**src/hdl/mfm_sd_pkg.sv**
```systemverilog
`timescale 1ns / 1ps
// ----------------------------------------------------------------------------
// MFM sector deframer package
// Shared types, constants and CRC / bit extraction helpers.
// ----------------------------------------------------------------------------
package mfm_sd_pkg;

	localparam int MAX_SECTORS_DEF = 32;

	localparam logic [15:0] SYNC_RAW = 16'h4489;
	localparam logic [15:0] CRC_POLY = 16'h1021;
	localparam logic [15:0] CRC_SEED = 16'hCDB4;

	localparam logic [7:0] MARK_ID       = 8'hFE;
	localparam logic [7:0] MARK_DATA     = 8'hFB;
	localparam logic [7:0] MARK_DATA_ALT = 8'hFA;
	localparam logic [7:0] MARK_DEL      = 8'hF8;
	localparam logic [7:0] MARK_DEL_ALT  = 8'hF9;

	localparam logic [15:0] SIZE_CAP = 16'h8000;
	localparam logic [15:0] SIZE_MIN = 16'd128;
	localparam logic [2:0]  SIZE_MAX_CODE = 3'd7;

	localparam logic [7:0] GAP_MIN_RST = 8'd32;
	localparam logic [7:0] GAP_MAX_RST = 8'd63;
	localparam logic [7:0] GAP_SAT = 8'hFF;

	localparam int CFG_IDX_W = 1;
	localparam logic [CFG_IDX_W-1:0] CFG_MIN_GAP = 1'b0;
	localparam logic [CFG_IDX_W-1:0] CFG_MAX_GAP = 1'b1;

	localparam int QUEUE_DEPTH = 2;
	localparam int QUEUE_AW = $clog2(QUEUE_DEPTH);
	localparam int QUEUE_CW = $clog2(QUEUE_DEPTH + 1);

	localparam int OUT_DATA_W = 48;

	typedef enum logic [2:0] {
		PH_SEARCH = 3'd0,
		PH_SYNC2  = 3'd1,
		PH_SYNC3  = 3'd2,
		PH_MARK   = 3'd3,
		PH_ID     = 3'd4,
		PH_DATA   = 3'd5
	} phase_t;

	typedef enum logic [1:0] {
		KIND_ID      = 2'd0,
		KIND_DATA    = 2'd1,
		KIND_END     = 2'd2,
		KIND_OUTSIDE = 2'd3
	} kind_t;

	// For KIND_ID the info word holds C, H, R, N from the lowest byte up.
	// For KIND_DATA its lowest byte is the data byte.
	typedef struct packed {
		kind_t       kind;
		logic [4:0]  slot;
		logic [31:0] info;
		logic        deleted;
		logic        crc_error;
	} item_t;

	function automatic logic [15:0] crc_byte(input logic [15:0] crc, input logic [7:0] b);
		logic [15:0] c;
		logic fb;
		c = crc;
		for (int i = 7; i >= 0; i--) begin
			fb = c[15] ^ b[i];
			c = {c[14:0], 1'b0};
			if (fb) begin
				c = c ^ CRC_POLY;
			end
		end
		return c;
	endfunction

	function automatic logic [7:0] data_bits(input logic [15:0] w);
		logic [7:0] r;
		for (int i = 0; i < 8; i++) begin
			r[i] = w[2 * i];
		end
		return r;
	endfunction

endpackage

```
**src/hdl/mfm_sd_front.sv**
```systemverilog
`timescale 1ns / 1ps
// ----------------------------------------------------------------------------
// MFM sector deframer front end
// Takes one cell per transaction, finds sync words, reads marks, ID and data
// fields, checks the CRC and hands finished items to the queue.
// ----------------------------------------------------------------------------
module mfm_sd_front #(
	parameter int MAX_SECTORS = mfm_sd_pkg::MAX_SECTORS_DEF
) (
	input  logic                             clk,
	input  logic                             arst_n,
	input  logic                             cfg_we,
	input  logic [mfm_sd_pkg::CFG_IDX_W-1:0] cfg_index,
	input  logic [7:0]                       cfg_wdata,
	input  logic                             cell_valid,
	input  logic                             raw_cell,
	input  logic                             track_start,
	input  logic                             queue_ready,
	output logic                             push,
	output mfm_sd_pkg::item_t                item
);
	import mfm_sd_pkg::*;

	localparam int SC_W = $clog2(MAX_SECTORS + 1);

	logic [7:0]      min_gap_q, max_gap_q;
	logic [15:0]     win_q, win_b, win_n;
	phase_t          phase_q, phase_b, phase_n;
	logic [3:0]      cc_q, cc_b, cc_n, cc_inc;
	logic [15:0]     bc_q, bc_b, bc_n;
	logic [15:0]     crc_q, crc_n, crc_b;
	logic [3:0][7:0] hdr_q, hdr_n;
	logic            pend_q, pend_b, pend_n;
	logic [7:0]      gap_q, gap_b, gap_n;
	logic [3:0]      gapc_q, gapc_b, gapc_n;
	logic [SC_W-1:0] sc_q, sc_b, sc_n;
	logic            del_q, del_n;
	logic [7:0]      byte_v;
	logic [15:0]     size_v;
	logic            accept;
	logic            res_v;
	item_t           res;

	assign accept = cell_valid && queue_ready;
	assign push = accept && res_v;
	assign item = res;

	always_ff @(posedge clk or negedge arst_n) begin
		if (!arst_n) begin
			min_gap_q <= GAP_MIN_RST;
			max_gap_q <= GAP_MAX_RST;
		end else if (cfg_we) begin
			case (cfg_index)
				CFG_MIN_GAP: min_gap_q <= cfg_wdata;
				CFG_MAX_GAP: max_gap_q <= cfg_wdata;
				default: ;
			endcase
		end
	end

	always_ff @(posedge clk or negedge arst_n) begin
		if (!arst_n) begin
			win_q   <= '0;
			phase_q <= PH_SEARCH;
			cc_q    <= '0;
			bc_q    <= '0;
			crc_q   <= CRC_SEED;
			hdr_q   <= '0;
			pend_q  <= 1'b0;
			gap_q   <= '0;
			gapc_q  <= '0;
			sc_q    <= '0;
			del_q   <= 1'b0;
		end else if (accept) begin
			win_q   <= win_n;
			phase_q <= phase_n;
			cc_q    <= cc_n;
			bc_q    <= bc_n;
			crc_q   <= crc_n;
			hdr_q   <= hdr_n;
			pend_q  <= pend_n;
			gap_q   <= gap_n;
			gapc_q  <= gapc_n;
			sc_q    <= sc_n;
			del_q   <= del_n;
		end
	end

	always_comb begin
		win_b   = track_start ? '0 : win_q;
		phase_b = track_start ? PH_SEARCH : phase_q;
		cc_b    = track_start ? '0 : cc_q;
		bc_b    = track_start ? '0 : bc_q;
		pend_b  = track_start ? 1'b0 : pend_q;
		gap_b   = track_start ? '0 : gap_q;
		gapc_b  = track_start ? '0 : gapc_q;
		sc_b    = track_start ? '0 : sc_q;

		win_n   = {win_b[14:0], raw_cell};
		phase_n = phase_b;
		cc_n    = cc_b;
		bc_n    = bc_b;
		crc_n   = crc_q;
		hdr_n   = hdr_q;
		pend_n  = pend_b;
		gap_n   = gap_b;
		gapc_n  = gapc_b;
		sc_n    = sc_b;
		del_n   = del_q;
		res_v   = 1'b0;
		res     = '0;

		byte_v = data_bits(win_n);
		crc_b  = crc_byte(crc_q, byte_v);
		size_v = (hdr_q[3] <= {5'd0, SIZE_MAX_CODE}) ? (SIZE_MIN << hdr_q[3][2:0]) : SIZE_CAP;
		cc_inc = cc_b + 4'd1;

		if (pend_b) begin
			gapc_n = gapc_b + 4'd1;
			if (gapc_n == 4'd0 && gap_b != GAP_SAT) begin
				gap_n = gap_b + 8'd1;
			end
		end

		if (phase_b inside {PH_SYNC2, PH_SYNC3, PH_MARK, PH_ID, PH_DATA}) begin
			cc_n = cc_inc;
			if (cc_inc == 4'd0) begin
				case (phase_b)
					PH_SYNC2: begin
						phase_n = (win_n == SYNC_RAW) ? PH_SYNC3 : PH_SEARCH;
					end
					PH_SYNC3: begin
						if (win_n == SYNC_RAW) begin
							phase_n = PH_MARK;
							crc_n = CRC_SEED;
						end else begin
							phase_n = PH_SEARCH;
						end
					end
					PH_MARK: begin
						crc_n = crc_b;
						phase_n = PH_SEARCH;
						if (byte_v == MARK_ID) begin
							if (sc_b < SC_W'(MAX_SECTORS)) begin
								pend_n = 1'b0;
								bc_n = '0;
								phase_n = PH_ID;
							end
						end else if (byte_v inside {MARK_DATA, MARK_DATA_ALT, MARK_DEL,
								MARK_DEL_ALT}) begin
							if (pend_b) begin
								pend_n = 1'b0;
								if (gap_n < min_gap_q || gap_n > max_gap_q) begin
									res_v = 1'b1;
									res.kind = KIND_OUTSIDE;
									res.slot = 5'({5'd0, sc_b} - 1'b1);
									res.deleted = byte_v inside {MARK_DEL, MARK_DEL_ALT};
								end else begin
									del_n = byte_v inside {MARK_DEL, MARK_DEL_ALT};
									bc_n = '0;
									phase_n = PH_DATA;
								end
							end
						end
					end
					PH_ID: begin
						crc_n = crc_b;
						if (bc_b < 16'd4) begin
							hdr_n[bc_b[1:0]] = byte_v;
						end
						bc_n = bc_b + 16'd1;
						if (bc_n >= 16'd6) begin
							phase_n = PH_SEARCH;
							if (crc_b == 16'd0) begin
								pend_n = 1'b1;
								gap_n = '0;
								gapc_n = '0;
								sc_n = sc_b + 1'b1;
								res_v = 1'b1;
								res.kind = KIND_ID;
								res.slot = 5'({5'd0, sc_b});
								res.info = hdr_n;
							end
						end
					end
					PH_DATA: begin
						crc_n = crc_b;
						bc_n = bc_b + 16'd1;
						if (bc_b < size_v) begin
							res_v = 1'b1;
							res.kind = KIND_DATA;
							res.slot = 5'({5'd0, sc_b} - 1'b1);
							res.info = {24'd0, byte_v};
							res.deleted = del_q;
						end else if ({1'b0, bc_n} >= {1'b0, size_v} + 17'd2) begin
							phase_n = PH_SEARCH;
							res_v = 1'b1;
							res.kind = KIND_END;
							res.slot = 5'({5'd0, sc_b} - 1'b1);
							res.deleted = del_q;
							res.crc_error = (crc_b != 16'd0);
						end
					end
					default: phase_n = PH_SEARCH;
				endcase
			end
		end else begin
			phase_n = PH_SEARCH;
			if (cc_b != 4'hF) begin
				cc_n = cc_inc;
			end else if (win_n == SYNC_RAW) begin
				phase_n = PH_SYNC2;
				cc_n = '0;
			end
		end
	end

	a_push_ready: assert property (@(posedge clk) disable iff (!arst_n)
		push |-> queue_ready)
		else $error("item pushed into a full queue");
	a_sector_limit: assert property (@(posedge clk) disable iff (!arst_n)
		sc_q <= SC_W'(MAX_SECTORS))
		else $error("sector count beyond limit");
	a_id_counts: assert property (@(posedge clk) disable iff (!arst_n)
		push && item.kind == KIND_ID |=> sc_q == SC_W'($past(sc_q) + 1'b1))
		else $error("accepted ID did not advance the sector count");

endmodule

```
**src/hdl/mfm_sd_fifo.sv**
```systemverilog
`timescale 1ns / 1ps
// ----------------------------------------------------------------------------
// MFM sector deframer item queue
// Short queue between the front end and the output stage.
// ----------------------------------------------------------------------------
module mfm_sd_fifo (
	input  logic              clk,
	input  logic              arst_n,
	input  logic              push,
	input  mfm_sd_pkg::item_t push_item,
	input  logic              pop,
	output logic              full,
	output logic              not_empty,
	output mfm_sd_pkg::item_t head
);
	import mfm_sd_pkg::*;

	item_t               mem_q [QUEUE_DEPTH];
	logic [QUEUE_AW-1:0] wr_ptr_q, rd_ptr_q;
	logic [QUEUE_CW-1:0] cnt_q;

	assign full = (cnt_q == QUEUE_CW'(QUEUE_DEPTH));
	assign not_empty = (cnt_q != '0);
	assign head = mem_q[rd_ptr_q];

	always_ff @(posedge clk) begin
		if (push) begin
			mem_q[wr_ptr_q] <= push_item;
		end
	end

	always_ff @(posedge clk or negedge arst_n) begin
		if (!arst_n) begin
			wr_ptr_q <= '0;
			rd_ptr_q <= '0;
			cnt_q <= '0;
		end else begin
			if (push) begin
				wr_ptr_q <= wr_ptr_q + 1'b1;
			end
			if (pop) begin
				rd_ptr_q <= rd_ptr_q + 1'b1;
			end
			cnt_q <= cnt_q + QUEUE_CW'(push) - QUEUE_CW'(pop);
		end
	end

	a_no_underflow: assert property (@(posedge clk) disable iff (!arst_n)
		pop |-> not_empty)
		else $error("pop from an empty queue");
	a_count_bound: assert property (@(posedge clk) disable iff (!arst_n)
		cnt_q <= QUEUE_CW'(QUEUE_DEPTH))
		else $error("queue count beyond depth");

endmodule

```
**src/hdl/mfm_sd_back.sv**
```systemverilog
`timescale 1ns / 1ps
// ----------------------------------------------------------------------------
// MFM sector deframer output stage
// Keeps the last accepted header and registers one result transaction.
// ----------------------------------------------------------------------------
module mfm_sd_back (
	input  logic                                clk,
	input  logic                                arst_n,
	input  logic                                item_valid,
	input  mfm_sd_pkg::item_t                   item,
	output logic                                pop,
	output logic                                m_tvalid,
	input  logic                                m_tready,
	output logic [mfm_sd_pkg::OUT_DATA_W-1:0]   m_tdata,
	output logic [1:0]                          m_tuser
);
	import mfm_sd_pkg::*;

	logic [31:0] hdr_q;
	logic [31:0] hdr_v;
	logic [7:0]  byte_v;

	assign pop = item_valid && (!m_tvalid || m_tready);
	assign hdr_v = (item.kind == KIND_ID) ? item.info : hdr_q;
	assign byte_v = (item.kind == KIND_DATA) ? item.info[7:0] : 8'd0;

	always_ff @(posedge clk or negedge arst_n) begin
		if (!arst_n) begin
			hdr_q <= '0;
			m_tvalid <= 1'b0;
		end else begin
			if (pop) begin
				hdr_q <= hdr_v;
				m_tvalid <= 1'b1;
			end else if (m_tready) begin
				m_tvalid <= 1'b0;
			end
		end
	end

	always_ff @(posedge clk) begin
		if (pop) begin
			m_tdata <= {1'b0, item.crc_error, item.deleted, byte_v, hdr_v, item.slot};
			m_tuser <= item.kind;
		end
	end

endmodule

```
**src/hdl/mfm_sector_deframer.sv**
```systemverilog
`timescale 1ns / 1ps
// ----------------------------------------------------------------------------
// MFM sector deframer
// Decodes ID and data fields of MFM floppy sectors from a raw cell stream.
// ----------------------------------------------------------------------------
// The input stream carries one MFM cell per transaction, with track_start in
// s_tuser marking the first cell of a track. Each accepted ID field, each data
// byte, each data field end and each data mark outside the gap window gives
// one transaction on the output stream, with its kind in m_tuser.
// The gap window limits are written through the cfg port; the user must do so
// only while idle, as the block itself does not enforce it. One cell is taken
// every cycle while the queue has room. The front end decodes a cell in the
// cycle it is accepted and the queue stores the result at that edge; the output
// register then takes it from the queue once the output is free, raising m_tvalid.
// The front end does all work on a cell combinationally, registering its state;
// the CRC advances a whole byte at each 16-cell word boundary.
// Reset clears the search state, the sector count and the gap limits back to
// 32 and 63 words.
// When the receiver stalls, results wait in a two-entry queue and the output
// register; once the queue is full, s_tready drops until it frees an entry.
// ----------------------------------------------------------------------------
module mfm_sector_deframer #(
	parameter int MAX_SECTORS = mfm_sd_pkg::MAX_SECTORS_DEF
) (
	input  logic                              clk,
	input  logic                              arst_n,
	input  logic                              cfg_we,
	input  logic [mfm_sd_pkg::CFG_IDX_W-1:0]  cfg_index,
	input  logic [7:0]                        cfg_wdata,
	input  logic                              s_tvalid,
	output logic                              s_tready,
	input  logic [7:0]                        s_tdata,  // raw_cell, zero fill
	input  logic                              s_tuser,  // track_start
	output logic                              m_tvalid,
	input  logic                              m_tready,
	// sector_index[4:0], cylinder, side, record, size_code, data_byte,
	// deleted, crc_error, zero fill
	output logic [mfm_sd_pkg::OUT_DATA_W-1:0] m_tdata,
	output logic [1:0]                        m_tuser   // kind
);
	import mfm_sd_pkg::*;

	logic  push, pop, full, not_empty;
	item_t push_item, head;

	assign s_tready = !full;

	mfm_sd_front #(
		.MAX_SECTORS(MAX_SECTORS)
	) u_front (
		.clk        (clk),
		.arst_n     (arst_n),
		.cfg_we     (cfg_we),
		.cfg_index  (cfg_index),
		.cfg_wdata  (cfg_wdata),
		.cell_valid (s_tvalid),
		.raw_cell   (s_tdata[0]),
		.track_start(s_tuser),
		.queue_ready(s_tready),
		.push       (push),
		.item       (push_item)
	);

	mfm_sd_fifo u_fifo (
		.clk      (clk),
		.arst_n   (arst_n),
		.push     (push),
		.push_item(push_item),
		.pop      (pop),
		.full     (full),
		.not_empty(not_empty),
		.head     (head)
	);

	mfm_sd_back u_back (
		.clk       (clk),
		.arst_n    (arst_n),
		.item_valid(not_empty),
		.item      (head),
		.pop       (pop),
		.m_tvalid  (m_tvalid),
		.m_tready  (m_tready),
		.m_tdata   (m_tdata),
		.m_tuser   (m_tuser)
	);

endmodule

```
**config.mk**
```make
export PLATFORM = sky130hd
export DESIGN_NAME = mfm_sector_deframer
export DESIGN_NICKNAME = d
export VERILOG_FILES = /design/src/hdl/mfm_sd_pkg.sv /design/src/hdl/mfm_sd_front.sv /design/src/hdl/mfm_sd_fifo.sv /design/src/hdl/mfm_sd_back.sv /design/src/hdl/mfm_sector_deframer.sv
export SDC_FILE = /design/constraint.sdc
export NUM_CORES = 1
export LEC_CHECK = 0
export CORE_UTILIZATION = 45
export CTS_CLUSTER_DIAMETER = 200
export DETAILED_ROUTE_END_ITERATION = 10
export DONT_BUFFER_PORTS = 1
export GPL_TIMING_DRIVEN = 0
export PLACE_DENSITY = 0.58
export SLEW_MARGIN = 20
export SYNTH_ARGS = -nofsm -noshare
export SYNTH_HDL_FRONTEND = slang
export SYNTH_SLANG_ARGS = --single-unit
```
**constraint.sdc**
```tcl
create_clock -name clk -period 6.69 [get_ports clk]
set_input_delay 0.669 -clock clk [delete_from_list [all_inputs] [get_ports clk]]
set_output_delay 0.669 -clock clk [all_outputs]
set_load 0.05 [all_outputs]
```
==> out/metrics.cfg, run 1 <==
[clocking]
insertion_delay_ns=0.51
clk_path_buf_depth=3
cts-root-buf=clkbuf_16
cts.sinks=290
path_clk_slew_ns=0.06
tritoncts=yes
cts_buffers=34
htree_levels=2

[routing]
via_per_inst=5.49
wl_per_cell_microns=18.8
wirelength_mm=34.9
drc_errors=0
num_vias=10200
antenna_left=0
dr.pass1.iters=5
drtIter0Drc=737

[worst_setup_path]
critPathLaunchType=input port
max_stage_delay_ns=0.45
r2r_start=u_front.bc_q[0]
cpMostUsedCell=ha_1
worst-path-max-fanout=10
cp.arrival_ns=6.73
critPathSlowestCell=a211oi_2
critPathRequiredTime_ns=7.13
rr_worst_depth=21
setup.worst_path.class=input port to register
r2r_end=u_fifo.cnt_q[1]
end_kind=register
ff2ff_setup_slack_ns=1.47

[sta]
setup_tns_ns=0
finalHoldViolCount=0
post-route-min-period_ns=6.29
slew_headroom_pct=34.4
post-route-period-util_pct=94.0
setup_violations=0
finClkSkew_ns=0.0150
rsz0062_at_grt=no
maxSlewViolCount=0
worst_pin_slew_ns=0.976
setup_ws_ns=0.398
max_freq_ghz=0.159

[floorplanning]
die_area_sq_um=33500
initial_core_util_pct=46.3
die_h_microns=183
die_x_microns=183
io_pins=75
num_rows=65
core_sq_um=31900

[synthesis]
syn-cell-area_sq_um=14800
async_flop_share_pct=54.8
yosys-top-cells-area=edfxtp_1, dfrtp_1, mux2_2
synth.top_cell.area_share_pct=26.7
synth_cells=1342
synth-seq-cells=290
syn_avg_cell_area_sq_um=11.0
synth_edf_count=131
yosysMostFrequentCell=nand2_1
yosysTopAreaCell=edfxtp_1
yosysUniqueCellTypes=85
synth_fp_nets=1413
seq_area_frac_synth_pct=53.7
synth-main-ff-cell=dfrtp_1
ys_warn_count=0
synthTopCellsByCount=nand2_1, dfrtp_1, edfxtp_1, nor2_1, o21ai_0

[final_layout]
nFillCells=2914
final_cells=1851
syn2layout_area_growth_pct=12.6
antennaDiodeCount=0
nNetsFinal=1462
drive_above_1_share_pct=14.9

[power]
leakagePower_nw=6.77
p_total_w=0.00559
ir_drop_mv=0.200
power.density_nw_per_um2=336

[global_routing]
met1_usage_pct=29.9
met2_usage_pct=34.1
grt_max_degree=149
grt_use_met3_pct=3.46
grt_usage_pct=21.5
busiest_layer=met2
antenna_found_initial=0
gr-total-overflow=0
grt_pass1_wl_mm=56.6
grt_pass1_vias=10200

[outcome]
status=finished clean

[place]
placed_cells=1780
dp_slack_ns=-1.50
routabilityCongestion=0.921
dp_hpwl_mm=24.3
portBuffers=0

[worst_hold_path]
hold_class=input port to asynchronous set/reset pin

[flow_run]
drv_cap=0

-- flip-flops by register name (all words and copies together) (netlist names), 6 cells and up --
signal             flops
u_fifo.mem_q          82
u_back.m_tdata        47
u_back.hdr_q          32
u_front.hdr_q         32
u_front.bc_q          16
u_front.crc_q         16
u_front.win_q         15
u_front.gap_q          8
u_front.max_gap_q      8
u_front.min_gap_q      8
u_front.sc_q           6
-- critical path: cells and delay by family --
family / cells / cell delay (ns)
buf+inv: 9 / 1.98
simple gates: 6 / 0.91
compound gates: 5 / 1.38
xor+xnor: 4 / 0.77
fa+ha+maj: 4 / 0.99
-- cells by family after synthesis --
group | share of synthesized area [%]
simple gates | 15.0
buf+inv | 3.20
compound gates | 10.7
mux | 10.1
other cells | 0.0254
fa+ha+maj | 4.07
xor+xnor | 3.13
flops | 53.7
-- metrics by stage --
stage | hold slack [ns] | instance area (sq um) | utilization [%]
after CTS | 0.222 | 16600 | 52.0
final | 0.180 | 16600 | 52.1
after global placement | 0.379 | 15300 | 48.0
after global routing | 0.226 | 16600 | 52.1
after floorplan | 0.373 | 14800 | -
after detailed placement | 0.378 | 15400 | 48.3
-- final cells by class --
cell class,instances,area [sq um],area share [%]
Buffer,75,332,1.99
Inverter,40,150,0.903
Timing Repair Buffer,13,165,0.994
Multi-Input combinational cell,937,6400,38.5
Clock buffer,52,980,5.89
Sequential cell,290,7930,47.7
Clock inverter,9,123,0.738
Tap cell,435,544,3.27
-- metal layers --
layer | vias up | routed length (microns)
li1 | 4934 | -
met1 | 4940 | 16400
met2 | 226 | 16000
met3 | 61 | 1410
met4 | 0 | 1020
met5 | - | 0
-- report_power, final --
| part | internal [W] | leakage (nW) | total (W) | switching, W |
|---|---|---|---|---|
| logic | 0.000405 | 2.89 | 0.000998 | 0.000593 |
| registers | 0.00221 | 3.35 | 0.00279 | 0.000574 |
| clock network | 0.00109 | 0.529 | 0.00181 | 0.000714 |
-- worst max-delay path by stage --
stage          startpoint                  end
2_1_floorplan     s_tuser   u_fifo.mem_q[0][0]
3_3_place_gp      s_tuser  u_fifo.mem_q[1][28]
3_5_place_dp      s_tuser  u_fifo.mem_q[1][27]
4_1_cts           s_tuser      u_fifo.cnt_q[1]
5_1_grt           s_tuser      u_fifo.cnt_q[1]
6_report          s_tuser      u_fifo.cnt_q[1]
-- what timing repair did --
| item | in CTS | in global routing |
|---|---|---|
| endpoints found under the setup margin | 100 | 87 |
| hold endpoints to repair | 148 | 0 |
| buffers inserted | 6 | 2 |
| resized for setup | 4 | 6 |
| hold buffers | 2 | 0 |
| gates cloned | 0 | 0 |
| pin swaps | 2 | 2 |
-- cells in the final DEF, fill, tap and decap left out, types with 9 or more instances in the layout --
| cell | synthesis | final |
|---|---|---|
| a31oi_1 | 14 | 14 |
| nor2_1 | 97 | 95 |
| nand3_1 | 38 | 38 |
| clkbuf_1 | 56 | 65 |
| a21oi_1 | 40 | 40 |
| clkbuf_16 | 0 | 35 |
| edfxtp_1 | 131 | 131 |
| ha_1 | 48 | 48 |
| nor3_1 | 20 | 20 |
| buf_2 | 9 | 10 |
| nor4_1 | 13 | 11 |
| nand2_1 | 178 | 178 |
| dfstp_2 | 16 | 16 |
| buf_4 | 2 | 10 |
| and2_1 | 9 | 9 |
| xor2_1 | 18 | 18 |
| o21ai_0 | 88 | 88 |
| mux2i_1 | 55 | 55 |
| dfrtp_1 | 143 | 143 |
| mux2_2 | 84 | 84 |
| nand2b_1 | 17 | 17 |
| xnor2_1 | 27 | 27 |
| inv_1 | 39 | 39 |
| nor2b_1 | 31 | 31 |
Note: power is estimated with default switching activity, not from simulation.
==> run 2, diff against run 1 <==
--- a/config.mk
+++ b/config.mk
@@ -6,11 +6,11 @@
 export NUM_CORES = 1
 export LEC_CHECK = 0
-export CORE_UTILIZATION = 45
+export CORE_UTILIZATION = 36
 export CTS_CLUSTER_DIAMETER = 200
 export DETAILED_ROUTE_END_ITERATION = 10
 export DONT_BUFFER_PORTS = 1
 export GPL_TIMING_DRIVEN = 0
-export PLACE_DENSITY = 0.58
-export SLEW_MARGIN = 20
+export PLACE_DENSITY = 0.48
+export SLEW_MARGIN = 10
 export SYNTH_ARGS = -nofsm -noshare
 export SYNTH_HDL_FRONTEND = slang
==> constraint.sdc (replaced) <==
create_clock -name clk -period 6.69 [get_ports clk]
set_input_delay 0 -clock clk [delete_from_list [all_inputs] [get_ports clk]]
set_output_delay 0 -clock clk [all_outputs]
set_load 0.05 [all_outputs]
==> run 2 against run 1 <==
Net effect: flip-flop and latch count is the same; cell area rose by 1.5%; via count rose by 1.5%; sequential power about the same; maximum frequency up 1.4%; final cell count rose by 5.6%; critical path type unchanged.
==> out/metrics.cfg, run 2 (synthesis gave the netlist of run 1 again) <==
[worst_setup_path]
critPathLaunchType=input port
critPathRequiredTime_ns=6.92
setup.worst_path.class=input port to register
end_kind=register
worst-path-max-fanout=27
cp.arrival_ns=6.44

[place]
dp_slack_ns=-0.867
portBuffers=0
dpl_cell_area_sq_um=15500
routabilityCongestion=0.873
dp_hpwl_mm=26.1

[outcome]
status=finished clean

[floorplanning]
die_x_microns=204
core_sq_um=40100
die_area_sq_um=41800
io_pins=75
initial_core_util_pct=36.8
die_h_microns=204
num_rows=73

[power]
p_sw_share_pct=34.2
pwr-share-comb_pct=18.0
switching_power_w=0.00193
leakagePower_nw=6.80
ir_drop_mv=0.170
seqPwrFrac_pct=49.4
power.density_nw_per_um2=335
p_int_w=0.00372
clkPwrFrac_pct=32.5

[global_routing]
gr-total-overflow=0
grt_pass1_wl_mm=60.3
grt_max_degree=160
grt_usage_pct=18.7
antenna_found_initial=0
grt_pass1_vias=10400

[clocking]
cts_buffers=35
cts-root-buf=clkbuf_16
clk_path_buf_depth=3
htree_levels=2
tritoncts=yes
path_clk_slew_ns=0.06
insertion_delay_ns=0.54
cts_setup_buffers=0
cts.sinks=290

[routing]
wl_met3_mm=1.51
num_vias=10300
wirelength_mm=37.3
wl_met2_mm=17.4
drtIter0Drc=626
wl_met1_mm=17.4
drc_errors=0
antenna_left=0
dr.pass1.iters=6
wl_per_cell_microns=19.1
via_per_inst=5.27
dr.max_layer_used=met4

[final_layout]
fin_area_sq_um=16900
antennaDiodeCount=0
drive_above_1_share_pct=14.1
regMostFlops=u_fifo.mem_q
nNetsFinal=1476
largest_reg_flops=82
final_common_cell=nand2_1
layout_common_cells=nand2_1, dfrtp_1, edfxtp_1, nor2_1, o21ai_0
nFillCells=3813
syn2layout_area_growth_pct=14.3
top_regs=u_fifo.mem_q (82), u_back.m_tdata (47)

[sta]
rsz0062_at_grt=no
max_freq_ghz=0.161
finalHoldViolCount=0
slew_headroom_pct=31.5
post-route-period-util_pct=92.8
maxSlewViolCount=0
worst_pin_slew_ns=1.03
post-route-min-period_ns=6.21
setup_ws_ns=0.484
finClkSkew_ns=0.0141
setup_violations=0

[flow_run]
drv_cap=0

[worst_hold_path]
hold_class=input port to register

[run 2: what timing repair did]
action | 4_1_cts | 5_1_grt
hold endpoints to repair | 179 | 0
pin swaps | 0 | 0
resized for setup | 2 | 3
endpoints found under the setup margin | 83 | 84
hold buffers | 23 | 0
[run 2: through the flow]
step	cells	TNS [ns]	power (W)	utilization [%]	hold slack, ns
2_1_floorplan	1342	-7.26	0.00352	-	-0.296
3_3_place_gp	1867	-255.15	0.00381	38.4	-0.291
3_5_place_dp	1870	-66.68	0.00383	38.7	-0.289
4_1_cts	1955	0	0.00573	42.1	0.0289
5_1_grt	1955	0	0.00592	42.1	0.0625
6_report	1955	0	0.00565	42.1	0.0119
[run 2: critical path, stage by stage]
cell       delay [ns]
buf_6            0.11
buf_6            0.18
buf_6            0.19
buf_2            0.30
clkbuf_2         0.33
buf_2            0.33
clkbuf_1         0.48
nor2b_1          0.14
ha_1             0.25
xnor2_1          0.29
o2111ai_1        0.36
nor4_2           0.43
xnor2_1          0.11
nor2_1           0.21
ha_1             0.30
a21o_1           0.16
a21oi_1          0.14
nor2b_1          0.09
a2111oi_4        0.32
a211oi_2         0.20
o31ai_4          0.48
o21ai_2          0.24
nor2_4           0.45
buf_12           0.26
[run 2: layer usage]
metal | vias up | track usage (%)
met5 | - | 0
met3 | 62 | 2.74
met4 | 0 | 6.69
li1 | 4968 | -
met2 | 232 | 29.8
met1 | 5049 | 25.7
[run 2: worst paths after layout]
path,start,endpoint,slack (ns),cells past startpoint
max in group asynchronous,arst_n,u_front.hdr_q[3],5.78,2
setup / recovery,s_tuser,u_fifo.mem_q[0][0],0.48,24
setup reg to reg,u_front.gap_q[0],u_fifo.mem_q[0][0],1.33,18
min in group asynchronous,arst_n,u_front.gap_q[7],0.17,2
hold / removal,s_tdata[0],u_front.win_q[0],0.01,3
hold reg to reg,u_front.crc_q[10],u_front.crc_q[10],0.46,2
[run 2: final cells by class]
cell class	instances	area, sq um	area share (%)
Inverter	40	150	0.890
Clock inverter	13	140	0.830
Multi-Input combinational cell	937	6380	37.8
Buffer	75	329	1.95
Timing Repair Buffer	26	315	1.87
Sequential cell	290	7930	47.0
Tap cell	525	657	3.89
Clock buffer	49	968	5.74
[run 2: power groups by stage]
stage	registers, W	clock network, W	logic, W
after floorplan	0.00279	0	0.000735
after detailed placement	0.00283	0	0.00100
final	0.00279	0.00184	0.00102
after global placement	0.00283	0	0.000975
after global routing	0.00283	0.00196	0.00113
after CTS	0.00279	0.00190	0.00104
==> run 3, diff against run 2 <==
Settings changed: CELL_PAD_IN_SITES_DETAIL_PLACEMENT from default to 0, CELL_PAD_IN_SITES_GLOBAL_PLACEMENT from default to 2, GPL_TIMING_DRIVEN 0 to default, PLACE_DENSITY 0.48 to 0.67.
==> run 3 against run 2 <==
Net effect: clock-buffer cell count up 1; via count down 4.8%; flip-flop and latch count unchanged; worst setup slack improved by 0.64 ns; final cell count down 2.7%; die area stayed put; critical path depth shrank 7; non-clock buffer count decreased by 55; worst hold slack better by 0.038 ns; cell area fell by 0.99%; largest cell class unchanged; global-route usage decreased by 1.0 points; sequential power hardly changed.
==> out/metrics.cfg, run 3 (synthesis gave the netlist of run 1 again) <==
[outcome]
status=finished clean

[final_layout]
largest_reg_flops=82
antennaDiodeCount=0
top_regs=u_fifo.mem_q (82), u_back.m_tdata (47)
nNetsFinal=1422
layout_common_cells=nand2_1, dfrtp_1, edfxtp_1, nor2_1, o21ai_0
final_common_cell=nand2_1
regMostFlops=u_fifo.mem_q
nFillCells=3846
drive_above_1_share_pct=13.9
finish.utilization_pct=41.7
syn2layout_area_growth_pct=13.2

[power]
switching_power_w=0.00191
leakagePower_nw=6.75
p_sw_share_pct=33.8
ir_drop_mv=0.185
seqPwrFrac_pct=49.6
p_int_w=0.00373
power.density_nw_per_um2=337
pwr-share-comb_pct=16.9
p_total_w=0.00564
clkPwrFrac_pct=33.5

[clocking]
cts-root-buf=clkbuf_16
cts_setup_buffers=0
clk_path_buf_depth=3
htree_levels=2
tritoncts=yes
cts_buffers=36
cts_hold_buf=33
cts.repair.resized=0
insertion_delay_ns=0.54
cts.sinks=290
path_clk_slew_ns=0.06

[routing]
antenna_left=0
dr.pass1.iters=5
via_per_inst=5.16
wirelength_mm=35.4
num_vias=9815
drtIter0Drc=520
wl_per_cell_microns=18.6
drc_errors=0

[flow_run]
drv_cap=0

[worst_hold_path]
min_to=u_front.phase_q[2]
hold_path_startpoint=s_tdata[0]
hold_class=input port to register
whs_path_depth=4

[global_routing]
grt_max_degree=160
grt_pass1_wl_mm=57.2
grt_usage_pct=17.7
antenna_found_initial=1
gr-total-overflow=0
grt_pass1_vias=9898

[worst_setup_path]
ff2ff_setup_slack_ns=1.13
r2r_start=u_front.gapc_q[0]
r2r_end=u_fifo.mem_q[1][38]
setup.worst_path.class=register to register
cp.arrival_ns=5.73
end_kind=register
rr_worst_depth=17
critPathRequiredTime_ns=6.86
worst-path-max-fanout=41
critPathLaunchType=register

[place]
routabilityCongestion=0.760
portBuffers=0
dp_hpwl_mm=23.0

[sta]
max_freq_ghz=0.180
post-route-min-period_ns=5.56
worst_pin_slew_ns=1.03
maxSlewViolCount=0
slew_headroom_pct=31.1
setup_violations=0
finalHoldViolCount=0
rsz0062_at_grt=no
post-route-period-util_pct=83.1
finClkSkew_ns=0.0182

[floorplanning]
die_x_microns=204
io_pins=75
die_h_microns=204
initial_core_util_pct=36.8
die_area_sq_um=41800
core_sq_um=40100
num_rows=73

run 3: changes by cell type in the layout (fill, tap and decap cells not counted), sizes merged:
| cell | before | now |
|---|---|---|
| clkinv | 10 | 11 |
| clkinvlp | 2 | 0 |
| clkbuf | 105 | 50 |
| dlygate4sd3 | 22 | 31 |
| buf | 23 | 15 |
| bufinv | 2 | 3 |
| inv | 39 | 41 |
run 3: stage by stage:
step	worst slack (ns)	TNS [ns]	area (sq um)	hold slack, ns	std cells
after floorplan	-0.0886	-7.26	14800	-0.296	1342
after global placement	1.18	0	15200	-0.286	1805
after detailed placement	1.09	0	15200	-0.285	1805
after CTS	1.06	0	16700	0.00801	1903
after global routing	0.652	0	16700	0.0771	1903
final	1.13	0	16700	0.0497	1903
run 3: how the worst max path moves through the flow:
| stage | from | to | slack (ns) | cells after the start |
|---|---|---|---|---|
| after global routing | u_front.gapc_q[0] | u_fifo.mem_q[0][35] | 0.65 | 17 |
| after global placement | u_front.gapc_q[0] | u_fifo.mem_q[1][25] | 1.18 | 17 |
| final | u_front.gapc_q[0] | u_fifo.mem_q[1][38] | 1.13 | 17 |
| after floorplan | s_tuser | u_fifo.mem_q[0][0] | -0.09 | 23 |
| after CTS | u_front.gapc_q[0] | u_fifo.mem_q[0][35] | 1.06 | 17 |
| after detailed placement | u_front.gapc_q[0] | u_fifo.mem_q[0][25] | 1.09 | 17 |
run 3: critical path, stage by stage, from the launching register on:
cell       delay (ns)
dfrtp_1          0.40
nor2b_1          0.17
ha_1             0.24
xnor2_1          0.29
o2111ai_1        0.33
nor4_1           0.53
xnor2_1          0.11
nor2_1           0.20
ha_1             0.29
a21o_1           0.16
a21oi_1          0.15
nor2b_1          0.10
a2111oi_4        0.32
a211oi_2         0.18
o31ai_2          0.75
o21ai_2          0.29
nor2_4           0.13
buf_4            0.49
run 3: metal layers:
| layer | GRT usage [%] | up-vias | share of wire [%] |
|---|---|---|---|
| met5 | 0 | - | 0 |
| met4 | 5.46 | 0 | 2.0 |
| met3 | 2.44 | 47 | 2.9 |
| met2 | 28.7 | 145 | 47 |
| met1 | 24.3 | 4762 | 48 |
| li1 | - | 4861 | - |
run 3: power by group through the flow:
stage / combinational (W) / clock [W] / sequential [W]
detailed placement: 0.000924 / 0 / 0.00283
global route: 0.00107 / 0.00202 / 0.00284
floorplan: 0.000735 / 0 / 0.00279
finish: 0.000953 / 0.00189 / 0.00279
CTS: 0.000976 / 0.00196 / 0.00280
global placement: 0.000911 / 0 / 0.00282
run 3: final cells by class:
class | count | area (sq um) | share of cell area [%]
Multi-Input combinational cell | 937 | 6380 | 38.2
Clock inverter | 15 | 178 | 1.06
Timing Repair Buffer | 46 | 455 | 2.73
Clock buffer | 50 | 953 | 5.71
Tap cell | 525 | 657 | 3.93
Sequential cell | 290 | 7930 | 47.5
Inverter | 40 | 150 | 0.898
